`src/tph_pkg.sv`:
```
// Package for the three-point height sequencer: widths, phase and request
// codes, configuration indexes and the microcode ROM. No dependencies.
package tph_pkg;

  localparam int DIST_BITS = 16;
  localparam int FRAC_BITS = 4;
  localparam int CFG_W     = 16;
  localparam int PHASE_W   = 3;
  localparam int HEIGHT_W  = 20;
  localparam int TOTAL_W   = HEIGHT_W + 1;
  localparam int SQ_W      = 2 * DIST_BITS;
  localparam int RAD_W     = SQ_W + 2 * FRAC_BITS;
  localparam int ROOT_W    = RAD_W / 2;
  localparam int CNT_W     = $clog2(ROOT_W);
  localparam int CFG_IDX_W = 1;
  localparam int UPC_W     = 4;

  // Phase codes as seen on the result word.
  localparam logic [PHASE_W-1:0] PH_IDLE  = 3'd0;
  localparam logic [PHASE_W-1:0] PH_HORIZ = 3'd1;
  localparam logic [PHASE_W-1:0] PH_TOP   = 3'd2;
  localparam logic [PHASE_W-1:0] PH_BASE  = 3'd3;
  localparam logic [PHASE_W-1:0] PH_DONE  = 3'd4;

  localparam logic REQ_MEASURE = 1'b0;
  localparam logic REQ_RESET   = 1'b1;

  localparam logic [CFG_IDX_W-1:0] CFG_MIN_DIST = 1'b0;
  localparam logic [CFG_IDX_W-1:0] CFG_MAX_DIST = 1'b1;

  localparam logic [CFG_W-1:0] MIN_DIST_RST = 16'd10;
  localparam logic [CFG_W-1:0] MAX_DIST_RST = 16'd1200;

  localparam logic LEG_TOP  = 1'b0;
  localparam logic LEG_BASE = 1'b1;

  typedef enum logic [2:0] {
    OP_DISPATCH   = 3'd0,
    OP_SQ_H       = 3'd1,
    OP_SQ_LEG     = 3'd2,
    OP_ROOT_INIT  = 3'd3,
    OP_ROOT_STEP  = 3'd4,
    OP_STORE_TOP  = 3'd5,
    OP_STORE_BASE = 3'd6
  } op_e;

  typedef enum logic [1:0] {
    JMP_NEXT     = 2'd0,
    JMP_LOOP     = 2'd1,
    JMP_HOME     = 2'd2,
    JMP_DISPATCH = 2'd3
  } jmp_e;

  typedef struct packed {
    op_e  op;
    logic leg;
    jmp_e jmp;
  } uword_t;

  // Microprogram addresses.
  localparam logic [UPC_W-1:0] S_DISPATCH   = 4'd0;
  localparam logic [UPC_W-1:0] S_SQ_H       = 4'd1;
  localparam logic [UPC_W-1:0] S_SQ_TOP     = 4'd2;
  localparam logic [UPC_W-1:0] S_INIT_TOP   = 4'd3;
  localparam logic [UPC_W-1:0] S_ROOT_TOP   = 4'd4;
  localparam logic [UPC_W-1:0] S_STORE_TOP  = 4'd5;
  localparam logic [UPC_W-1:0] S_SQ_BASE    = 4'd6;
  localparam logic [UPC_W-1:0] S_INIT_BASE  = 4'd7;
  localparam logic [UPC_W-1:0] S_ROOT_BASE  = 4'd8;
  localparam logic [UPC_W-1:0] S_STORE_BASE = 4'd9;

  function automatic uword_t ucode(input logic [UPC_W-1:0] addr);
    uword_t w;
    w = '{op: OP_DISPATCH, leg: LEG_TOP, jmp: JMP_HOME};
    case (addr)
      S_DISPATCH:   w = '{op: OP_DISPATCH,   leg: LEG_TOP,  jmp: JMP_DISPATCH};
      S_SQ_H:       w = '{op: OP_SQ_H,       leg: LEG_TOP,  jmp: JMP_NEXT};
      S_SQ_TOP:     w = '{op: OP_SQ_LEG,     leg: LEG_TOP,  jmp: JMP_NEXT};
      S_INIT_TOP:   w = '{op: OP_ROOT_INIT,  leg: LEG_TOP,  jmp: JMP_NEXT};
      S_ROOT_TOP:   w = '{op: OP_ROOT_STEP,  leg: LEG_TOP,  jmp: JMP_LOOP};
      S_STORE_TOP:  w = '{op: OP_STORE_TOP,  leg: LEG_TOP,  jmp: JMP_NEXT};
      S_SQ_BASE:    w = '{op: OP_SQ_LEG,     leg: LEG_BASE, jmp: JMP_NEXT};
      S_INIT_BASE:  w = '{op: OP_ROOT_INIT,  leg: LEG_BASE, jmp: JMP_NEXT};
      S_ROOT_BASE:  w = '{op: OP_ROOT_STEP,  leg: LEG_BASE, jmp: JMP_LOOP};
      S_STORE_BASE: w = '{op: OP_STORE_BASE, leg: LEG_BASE, jmp: JMP_HOME};
      default:      w = '{op: OP_DISPATCH,   leg: LEG_TOP,  jmp: JMP_HOME};
    endcase
    return w;
  endfunction

endpackage

```
`src/three_point_height_sequencer.sv`:
```
// Top level of the three-point height sequencer: event decode, microcoded
// height datapath and result register. Depends on tph_pkg.
//
//   Channel   Direction  Handshake                 Word
//   in        to block   in_valid_i / in_stall_o   req_type, distance_cm, reading_ok
//   out       from block out_valid_o / out_stall_i phase, heights, sum, flags
//   cfg       to block   cfg_valid_i / cfg_ready_o register index, 16-bit data
//
// Every event that does not complete a measurement gives its result word in
// the cycle after it is taken. The base capture runs the height program: one
// squaring, then per leg a squaring, a setup step, 20 restoring square-root
// steps (one root bit each) and a store. Reset clears the phase, the
// captured distances and the heights; the window registers return to 10
// and 1200 cm. While a result word waits under out_stall_i the block still
// takes the next word only when that result is being taken in the same cycle.
module three_point_height_sequencer (
  input  logic                           clk_i,
  input  logic                           rst_ni,
  // Event channel.
  input  logic                           in_valid_i,
  output logic                           in_stall_o,
  input  logic                           req_type_i,
  input  logic [tph_pkg::DIST_BITS-1:0]  distance_cm_i,
  input  logic                           reading_ok_i,
  // Result channel.
  output logic                           out_valid_o,
  input  logic                           out_stall_i,
  output logic [tph_pkg::PHASE_W-1:0]    phase_o,
  output logic [tph_pkg::HEIGHT_W-1:0]   top_height_o,
  output logic [tph_pkg::HEIGHT_W-1:0]   base_height_o,
  output logic [tph_pkg::TOTAL_W-1:0]    height_sum_o,
  output logic                           result_valid_o,
  output logic                           reading_rejected_o,
  // Configuration channel.
  input  logic                           cfg_valid_i,
  output logic                           cfg_ready_o,
  input  logic [tph_pkg::CFG_IDX_W-1:0]  cfg_index_i,
  input  logic [tph_pkg::CFG_W-1:0]      cfg_data_i
);
  import tph_pkg::*;

  // Window registers. The port can always take a write.
  logic [CFG_W-1:0] min_dist_q, max_dist_q;

  assign cfg_ready_o = 1'b1;

  always_ff @(posedge clk_i or negedge rst_ni) begin
    if (!rst_ni) begin
      min_dist_q <= MIN_DIST_RST;
      max_dist_q <= MAX_DIST_RST;
    end else if (cfg_valid_i && cfg_ready_o) begin
      case (cfg_index_i)
        CFG_MIN_DIST: min_dist_q <= cfg_data_i;
        CFG_MAX_DIST: max_dist_q <= cfg_data_i;
        default: ;
      endcase
    end
  end

  // Sequencer state: microprogram counter plus the measurement state.
  logic [UPC_W-1:0]     upc_q, upc_d;
  logic [PHASE_W-1:0]   phase_q, phase_d;
  logic [DIST_BITS-1:0] horiz_q, horiz_d;
  logic [DIST_BITS-1:0] top_dist_q, top_dist_d;
  logic [HEIGHT_W-1:0]  top_h_q, top_h_d;
  logic [HEIGHT_W-1:0]  base_h_q, base_h_d;
  logic                 valid_q, valid_d;

  // Datapath registers, no reset needed.
  logic [DIST_BITS-1:0] dist_q, dist_d;
  logic [SQ_W-1:0]      hsq_q, hsq_d;
  logic [SQ_W-1:0]      prod_q, prod_d;
  logic [RAD_W-1:0]     rad_q, rad_d;
  logic [ROOT_W:0]      rem_q, rem_d;
  logic [ROOT_W-1:0]    root_q, root_d;
  logic [CNT_W-1:0]     cnt_q, cnt_d;
  logic [HEIGHT_W-1:0]  top_tmp_q, top_tmp_d;

  // Result register.
  logic                 out_valid_q;
  logic [PHASE_W-1:0]   out_phase_q;
  logic [HEIGHT_W-1:0]  out_top_q, out_base_q;
  logic [TOTAL_W-1:0]   out_total_q;
  logic                 out_rvalid_q, out_rej_q;

  uword_t               uw;
  logic                 in_fire, out_fire;
  logic                 in_window;
  logic                 load, rej, go_compute;
  logic [DIST_BITS-1:0] leg, mul_a;
  logic [SQ_W-1:0]      mul_p;
  logic [SQ_W-1:0]      diff;
  logic [ROOT_W+1:0]    rem_sh, trial;

  assign uw = ucode(upc_q);

  assign out_fire   = out_valid_q && !out_stall_i;
  // New events wait while the program runs or a result word is held.
  assign in_stall_o = (upc_q != S_DISPATCH) || (out_valid_q && out_stall_i);
  assign in_fire    = in_valid_i && !in_stall_o;

  assign in_window = reading_ok_i && (distance_cm_i >= min_dist_q)
                     && (distance_cm_i <= max_dist_q);

  // One shared squarer; its product is registered before the subtract.
  assign leg   = (uw.leg == LEG_BASE) ? dist_q : top_dist_q;
  assign mul_a = (uw.op == OP_SQ_H) ? horiz_q : leg;
  assign mul_p = mul_a * mul_a;

  // Leg squared minus horizontal squared, or zero when the leg is not longer.
  assign diff = (leg > horiz_q) ? (prod_q - hsq_q) : '0;

  // Restoring square root, one result bit per step.
  assign rem_sh = {rem_q[ROOT_W-1:0], rad_q[RAD_W-1 -: 2]};
  assign trial  = {root_q, 2'b01};

  always_comb begin
    phase_d    = phase_q;
    horiz_d    = horiz_q;
    top_dist_d = top_dist_q;
    top_h_d    = top_h_q;
    base_h_d   = base_h_q;
    valid_d    = valid_q;
    dist_d     = dist_q;
    hsq_d      = hsq_q;
    prod_d     = prod_q;
    rad_d      = rad_q;
    rem_d      = rem_q;
    root_d     = root_q;
    cnt_d      = cnt_q;
    top_tmp_d  = top_tmp_q;
    load       = 1'b0;
    rej        = 1'b0;
    go_compute = 1'b0;

    case (uw.op)
      OP_DISPATCH: begin
        if (in_fire) begin
          load = 1'b1;
          if (req_type_i == REQ_RESET) begin
            phase_d    = PH_IDLE;
            horiz_d    = '0;
            top_dist_d = '0;
            top_h_d    = '0;
            base_h_d   = '0;
            valid_d    = 1'b0;
          end else begin
            case (phase_q)
              PH_IDLE: begin
                phase_d = PH_HORIZ;
              end
              PH_HORIZ: begin
                if (in_window) begin
                  horiz_d = distance_cm_i;
                  phase_d = PH_TOP;
                end else begin
                  rej = 1'b1;
                end
              end
              PH_TOP: begin
                if (in_window) begin
                  top_dist_d = distance_cm_i;
                  phase_d    = PH_BASE;
                end else begin
                  rej = 1'b1;
                end
              end
              PH_BASE: begin
                if (in_window) begin
                  // The result comes out of the height program instead.
                  dist_d     = distance_cm_i;
                  go_compute = 1'b1;
                  load       = 1'b0;
                end else begin
                  rej = 1'b1;
                end
              end
              default: begin
                // Complete, and any code past it, starts over.
                phase_d    = PH_IDLE;
                horiz_d    = '0;
                top_dist_d = '0;
                top_h_d    = '0;
                base_h_d   = '0;
                valid_d    = 1'b0;
              end
            endcase
          end
        end
      end
      OP_SQ_H: begin
        hsq_d = mul_p;
      end
      OP_SQ_LEG: begin
        prod_d = mul_p;
      end
      OP_ROOT_INIT: begin
        rad_d  = {diff, {(2 * FRAC_BITS){1'b0}}};
        rem_d  = '0;
        root_d = '0;
        cnt_d  = CNT_W'(ROOT_W - 1);
      end
      OP_ROOT_STEP: begin
        rad_d = {rad_q[RAD_W-3:0], 2'b00};
        if (rem_sh >= trial) begin
          rem_d  = (ROOT_W + 1)'(rem_sh - trial);
          root_d = {root_q[ROOT_W-2:0], 1'b1};
        end else begin
          rem_d  = (ROOT_W + 1)'(rem_sh);
          root_d = {root_q[ROOT_W-2:0], 1'b0};
        end
        if (cnt_q != '0) begin
          cnt_d = cnt_q - 1'b1;
        end
      end
      OP_STORE_TOP: begin
        top_tmp_d = HEIGHT_W'(root_q);
      end
      OP_STORE_BASE: begin
        top_h_d  = top_tmp_q;
        base_h_d = HEIGHT_W'(root_q);
        valid_d  = 1'b1;
        phase_d  = PH_DONE;
        load     = 1'b1;
      end
      default: ;
    endcase
  end

  // Next microprogram address.
  always_comb begin
    upc_d = upc_q;
    case (uw.jmp)
      JMP_NEXT:     upc_d = upc_q + 1'b1;
      JMP_LOOP:     upc_d = (cnt_q != '0) ? upc_q : upc_q + 1'b1;
      JMP_HOME:     upc_d = S_DISPATCH;
      JMP_DISPATCH: upc_d = go_compute ? S_SQ_H : S_DISPATCH;
      default:      upc_d = S_DISPATCH;
    endcase
  end

  always_ff @(posedge clk_i or negedge rst_ni) begin
    if (!rst_ni) begin
      upc_q      <= S_DISPATCH;
      phase_q    <= PH_IDLE;
      horiz_q    <= '0;
      top_dist_q <= '0;
      top_h_q    <= '0;
      base_h_q   <= '0;
      valid_q    <= 1'b0;
    end else begin
      upc_q      <= upc_d;
      phase_q    <= phase_d;
      horiz_q    <= horiz_d;
      top_dist_q <= top_dist_d;
      top_h_q    <= top_h_d;
      base_h_q   <= base_h_d;
      valid_q    <= valid_d;
    end
  end

  always_ff @(posedge clk_i) begin
    dist_q    <= dist_d;
    hsq_q     <= hsq_d;
    prod_q    <= prod_d;
    rad_q     <= rad_d;
    rem_q     <= rem_d;
    root_q    <= root_d;
    cnt_q     <= cnt_d;
    top_tmp_q <= top_tmp_d;
  end

  // Result register: loaded with the state as it stands after the event.
  always_ff @(posedge clk_i or negedge rst_ni) begin
    if (!rst_ni) begin
      out_valid_q <= 1'b0;
    end else if (load) begin
      out_valid_q <= 1'b1;
    end else if (out_fire) begin
      out_valid_q <= 1'b0;
    end
  end

  always_ff @(posedge clk_i) begin
    if (load) begin
      out_phase_q  <= phase_d;
      out_top_q    <= top_h_d;
      out_base_q   <= base_h_d;
      out_total_q  <= TOTAL_W'(top_h_d) + TOTAL_W'(base_h_d);
      out_rvalid_q <= valid_d;
      out_rej_q    <= rej;
    end
  end

  assign out_valid_o        = out_valid_q;
  assign phase_o            = out_phase_q;
  assign top_height_o       = out_top_q;
  assign base_height_o      = out_base_q;
  assign height_sum_o       = out_total_q;
  assign result_valid_o     = out_rvalid_q;
  assign reading_rejected_o = out_rej_q;

  // Heights stay cleared until a measurement completes.
  a_heights_clear : assert property (@(posedge clk_i) disable iff (!rst_ni)
    (phase_q != PH_DONE) |-> (top_h_q == '0 && base_h_q == '0 && !valid_q))
    else $error("heights or valid set outside the complete phase");

  // The last program step always lands in complete with a valid result.
  a_store_done : assert property (@(posedge clk_i) disable iff (!rst_ni)
    (uw.op == OP_STORE_BASE) |=> (phase_q == PH_DONE && valid_q && out_valid_q))
    else $error("height program ended without completing");

  // A rejection only happens in a capturing phase.
  a_rej_phase : assert property (@(posedge clk_i) disable iff (!rst_ni)
    (out_valid_q && out_rej_q) |->
      (out_phase_q == PH_HORIZ || out_phase_q == PH_TOP || out_phase_q == PH_BASE))
    else $error("rejection reported outside a capturing phase");

  // Events are only taken at the dispatch step.
  a_take_home : assert property (@(posedge clk_i) disable iff (!rst_ni)
    in_fire |-> (upc_q == S_DISPATCH && !(out_valid_q && out_stall_i)))
    else $error("event taken while the program runs or a result is held");

endmodule

```
`config.mk`:
```
export PLATFORM = sky130hd
export DESIGN_NAME = three_point_height_sequencer
export DESIGN_NICKNAME = d
export VERILOG_FILES = /design/src/tph_pkg.sv /design/src/three_point_height_sequencer.sv
export SDC_FILE = /design/constraint.sdc
export NUM_CORES = 1
export LEC_CHECK = 0
export BUFFER_PORTS_ARGS = -buffer_cell sky130_fd_sc_hd__buf_2
export CORE_ASPECT_RATIO = 1.5
export CORE_MARGIN = 1
export CORE_UTILIZATION = 37
export DETAILED_ROUTE_END_ITERATION = 16
export HOLD_SLACK_MARGIN = 0.1
export MAX_ROUTING_LAYER = met4
export PLACE_DENSITY_LB_ADDON = 0.12
export SYNTH_ARGS = -nofsm -noshare
export SYNTH_HDL_FRONTEND = slang
export SYNTH_SLANG_ARGS = --single-unit
```
`constraint.sdc`:
```
create_clock -name clk_i -period 9.8 [get_ports clk_i]
set_input_delay 0.98 -clock clk_i [delete_from_list [all_inputs] [get_ports clk_i]]
set_output_delay 0.98 -clock clk_i [all_outputs]
set_load 0.05 [all_outputs]
```
# Yosys cells after proc, flatten, opt, wreduce, memory -nomap -nowiden
# Memory sizes are Yosys's and may differ from the RTL's.
# Cells that the tools add are included.
# word_totals
mem_bits_ro,96
wordCells,132
ff_bits,364
output_inout_bits,69
memories,1
# memory_table
name,depth,width,read_ports,rd_ports_with_merged_regs,wr,line,rtl
(name not given),16,6,1,0,0,tph_pkg.sv:75,case (addr)
# op_classes
bitwise_logic,5
mul,1
magnitude_cmp,4
n_eq_ne,18
reduce_logical,26
addsub,5
mux,48
# op_table
cell,n
20-bit case mux with 2 select lines,4
20-bit 2-to-1 mux,7
16-bit 2-to-1 mux,5
40-bit case mux with 2 select lines,1
16-bit case mux with 2 select lines,2
16-bit by 16-bit multiplier with 32-bit output,1
32-bit 2-to-1 mux,1
32-bit subtractor,1
22-bit greater-or-equal comparator,1
20-bit by 20-bit adder with 21-bit output,1
20-bit subtractor,1
16-bit greater-or-equal comparator,1
16-bit > comparator,1
16-bit less-or-equal comparator,1
1-bit 2-to-1 mux,16
4-bit case mux with 4 select lines,1
3-bit by 2-bit equality test with 1-bit output (second input constant),4
3-bit 2-to-1 mux,4
3-bit case mux with 4 select lines,1
5-bit case mux with 2 select lines,1
3-bit equality test (second input constant),3
3-bit OR reduction,3
4-bit AND reduction,2
4-bit OR reduction,2
23 further kinds,42

# Logic depth before layout (Yosys ltp)
# depth
ltp_word,10
depth_mapped,35
depth_no_buf,32

# Worst setup path before layout
# OpenSTA, ideal clock, no wires.
# synth_path
path_type,flip-flop to flip-flop
startpoint,register upc_q[3]
endpoint,register hsq_q[31] (data pin)
path_stages_with_launch,31
required_time_ns,9.536
slack_ns,1.178
setup_time_ns,0.264
n_path_buf,3
arrival_ns,8.358
synth_period_minus_slack_ns,8.622
path_cell_list,dfrtp_1 -> buf_2 -> nor2_1 -> nand2_1 -> inv_1 -> clkbuf_1 -> a21boi_1 -> inv_1 -> clkbuf_1 -> nor2_1 -> fa_1 -> inv_1 -> fa_1 -> inv_1 -> fa_1 -> fa_1 -> fa_1 -> inv_1 -> fa_1 -> inv_1 -> ha_1 -> a211o_1 -> or4_1 -> a21oi_2 -> nor3_2 -> a31o_4 -> a2111oi_4 -> nor3_2 -> a211o_1 -> a21oi_2 -> xnor2_1
# synth_between
elab_chain_len,4
word_cells_on_any_way,5
# synth_lines
element,line,rtl
from (decl),three_point_height_sequencer.sv:61,"logic [UPC_W-1:0] upc_q, upc_d;"
from (signal assigned),three_point_height_sequencer.sv:252,upc_q <= upc_d;
memory 16 x 6 bit *,-,
3-bit by 1-bit equality test with 1-bit output / 16-bit 2-to-1 mux (equally long branches),"three_point_height_sequencer.sv:107, three_point_height_sequencer.sv:106",
16-bit 2-to-1 mux *,three_point_height_sequencer.sv:107,assign mul_a = (uw.op == OP_SQ_H) ? horiz_q : leg;
16-bit by 16-bit multiplier with 32-bit output *,three_point_height_sequencer.sv:108,assign mul_p = mul_a * mul_a;
net mul_p[31],three_point_height_sequencer.sv:91,logic [SQ_W-1:0] mul_p;
to (signal assigned),three_point_height_sequencer.sv:264,hsq_q <= hsq_d;
to (decl),three_point_height_sequencer.sv:71,"logic [SQ_W-1:0] hsq_q, hsq_d;"
# The timed path passes the listed nets; every way through them passes the cells marked *.
# A chain may end at the register's enable or synchronous reset.

# Worst setup path in the final report
# Same ends and word-level chain as after synthesis.

==> results.md <==
- Setup_tns: 0 ps
- Setup Buffers After CTS: 0
- Vias in the first global route: 17572
- Die ar.: 0.0676 sq mm
- Synth cell types: 76
- Post-CTS sizing: 0
- Critical Path End Type: flop
- CTS tree: done
- R2R cell count: 30
- Placement Setup Slack: 604 ps
- Final instance area: between 0.02 and 0.03 sq mm
- Die Y: between 300 and 400 um
- Number of buffers added to fix hold violations after cts: 0
- Final setup fails: 0
- Sink Count: 354
- First-pass GRT wire length: 92100 um
- Setup WS post-layout: 705 ps
- Slew Viols, Final: 0
- Final hold slack: around 370 ps
- CTS max path bufs: 3
- Final Hold Viols: 0
- P&R area growth vs syn: 12.0%
- N_diodes: 0
- Clock latency at the later pin of the worst-skew pair: 580 ps
- Input/output buffers: 107
- Placed Cells incl. Taps: 3240
- GRT Util Overall: ~18%
- Leak: 13.3 nW
- Slew @ Worst Pin: 1140 ps
- Via count: 16351
- Reg clk slew, reported paths: 60 ps
- Fillcell total: around 6500
- Mux cell area share after synthesis: under 10%
- Pwr Density: roughly 240 mW/mm^2
- Net Switching: 2.66 mW
- Post-synthesis xor/xnor area fraction: 3.45%
- Synthesized instance count: 2284
- Worst-case clock skew: 34.4 ps
- Critical path required time: 10080 ps
- Type of the worst min-delay path: in2async
- Worst r2r src: upc_q[3]
- Reg2Reg Setup Slack: 700 ps
- Synth Area in Simple Gates: 9.62%
- Compound-Gate Fraction of Synth Area: between 10 and 15%
- Final HPWL DP: 45100 um
- Post-synth EDFFs: around 240
- Avg Inst Size Synth: 10.8 sq um
- Fin crit period: between 9000 and 10000 ps
- Top_reg_cell synth: edfxtp_1
- Post-route clock period utilization: 92.8%
- Worst-path fanout max: 10
- Placeable Area: 0.0658 sq mm
- Yosys warns: 0
- Final Non-Filler Cells: 3312
- Antenna-violating nets left: 0
- Most common cell after layout, fill and taps aside: inv_1
- Power share of the sequential group: just over 30%
- Via-to-Cell Ratio: 4.94
- H-tree depth: 2
- DR DRC count: 0
- IO Pins: ~110
- Total CTS buffers: 40
- Crit-path slowest cell: a21boi_2
- Crit path largest cell delay: 640 ps
- RSZ-0062 raised after global routing: no
- GPL Wtd Cong: 0.932
- Antenna violations before repair: 0
- Synthesized cell area: between 0.02 and 0.025 sq mm
- DR pass1 iterations: 5
- Crit path DAT: 9380 ps
- Largest net degree at the start of global routing: 76
- Relative slew margins: 23.7%
- # rows: 115
- Max IR drop VDD: roughly 0.13 mV
- Worst r2r dst: hsq_q[31]
- Ys async rst share: 31.9%
- Final WL: ~57000 um
- Pint: 3.83 mW
- Nets@finish: 2832
- Worst Setup Path Type: reg2reg
- Switching share of power: 41.0%
- Status: finished, final reports clean
- Combinational Power Share: 46.2%
- Largest family of logic cells by synthesized area: adder cells
- Post-Synth Adder-Cell Area: 24.8%
- Startpoint Class: flop
- Maxcap violations: 0
- Power share of the clock group: between 20% and 30%
- Initial core utilization: 37.4%
- Register bit count reported by yosys: 354
- Post-DP Area: 0.0263 sq mm
- Fraction of layout cells with a size suffix above 1: between 10 and 15%
- Die width: 213 um
- First DRT Iteration DRCs: 665
- Synthesized Nets: 2711
- Clock root cell: clkbuf_16
- Register area share after synthesis: approximately two fifths
- WL per Instance: 17.1 um
- Commonest cells after routing, fill and taps aside: 375 x inv_1, 241 x edfxtp_1, 220 x ha_1
- Top achievable clock speed: 110 MHz
- GRT overflow: 0
Yosys cell counts, types with 5 or more instances:
master,count,area (sq um)
a211oi_1,7,52.6
a21boi_0,9,67.6
a21o_1,55,413
a21oi_1,90,450
a22o_1,48,420
a31oi_1,6,37.5
and2_1,6,37.5
and3_1,15,93.8
and4_1,6,52.6
buf_2,8,40.0
clkbuf_1,46,173
clkinv_1,5,18.8
dfrtp_1,107,2680
dfstp_2,6,158
edfxtp_1,241,7240
fa_1,167,3340
ha_1,220,2750
inv_1,375,1410
mux2_2,49,552
mux2i_1,29,290
nand2_1,180,676
nand2b_1,31,194
nand3_1,21,105
nand4_1,13,81.3
nor2_1,185,694
nor2b_1,23,144
nor3_1,21,105
o211ai_1,5,37.5
o21a_1,21,158
o21ai_0,84,420
o21ai_1,10,50.1
o21bai_1,11,82.6
o22ai_1,6,37.5
or2_2,5,31.3
or3_1,5,31.3
xnor2_1,69,604
xor2_1,28,245
how the worst max path moves through the flow:
stage,endpoint,start,slack [ps],cells past startpoint
after floorplan,hsq_q[31],upc_q[3],1180,30
after global placement,hsq_q[31],upc_q[3],960,30
after detailed placement,hsq_q[31],upc_q[3],600,30
after CTS,hsq_q[31],upc_q[3],550,30
after global routing,prod_q[31],upc_q[3],250,30
final,hsq_q[31],upc_q[3],700,30
power groups by stage:
stage	registers, mW	clock network, mW	logic [mW]
after global routing	2.03	1.58	3.37
after global placement	2.04	0	3.00
after floorplan	2.33	0	1.90
final	2.01	1.48	3.00
after CTS	2.01	1.53	3.06
after detailed placement	2.04	0	3.04
layout make-up:
| type | instances | area [sq um] | area share [%] |
|---|---|---|---|
| multi-input combinational | 1492 | 12900 | 46.8 |
| timing repair buffer | 137 | 763 | 2.77 |
| tap | 877 | 1100 | 3.98 |
| sequential | 354 | 10100 | 36.5 |
| inverter | 380 | 1430 | 5.18 |
| clock inverter | 24 | 263 | 0.953 |
| clock buffer | 48 | 1030 | 3.74 |
flip-flops by register name, summed over array words and instances (netlist names), 16 cells and up:
name	count
prod_q	31
base_h_q	20
rad_q	32
min_dist_q	16
base_height_o	20
dist_q	16
max_dist_q	16
hsq_q	31
top_height_o	20
root_q	20
top_dist_q	16
rem_q	20
horiz_q	16
height_sum_o	21
top_h_q	20
top_tmp_q	20
layer usage:
| metal | share of wire, % | GRT usage (%) | vias to the layer above |
|---|---|---|---|
| met5 | 0 | - | - |
| met4 | 3.6 | 6.78 | 0 |
| met3 | 2.2 | 1.81 | 119 |
| met2 | 56 | 33.2 | 231 |
| met1 | 38 | 19.1 | 8068 |
| li1 | - | - | 7933 |
logic make-up (layout without fill, tap and decap cells):
family | after synthesis | after routing
mux | 78 | 78
simple gates | 527 | 527
buf+inv | 438 | 589
other cells | 1 | 1
compound gates | 402 | 402
flops | 354 | 354
xor+xnor | 97 | 97
fa+ha+maj | 387 | 387
stage by stage:
| stage | power [mW] | utilization, % |
|---|---|---|
| floorplan | 4.23 | - |
| global placement | 5.04 | 39.9 |
| detailed placement | 5.08 | 39.9 |
| CTS | 6.60 | 41.9 |
| global route | 6.98 | 41.9 |
| finish | 6.49 | 41.9 |
worst max-delay path, delay by kind of cell, from the launching register on:
| family | cells | cell delay [ps] |
|---|---|---|
| buffers and inverters | 7 | 950 |
| multiplexers | 1 | 330 |
| AND/OR/NAND/NOR | 6 | 1110 |
| AO/OA/AOI/OAI | 8 | 2540 |
| adder cells (fa/ha/maj) | 7 | 3250 |
| XOR/XNOR | 1 | 80 |
| flip-flops | 1 | 530 |
Power figures use the tool's default switching activity.
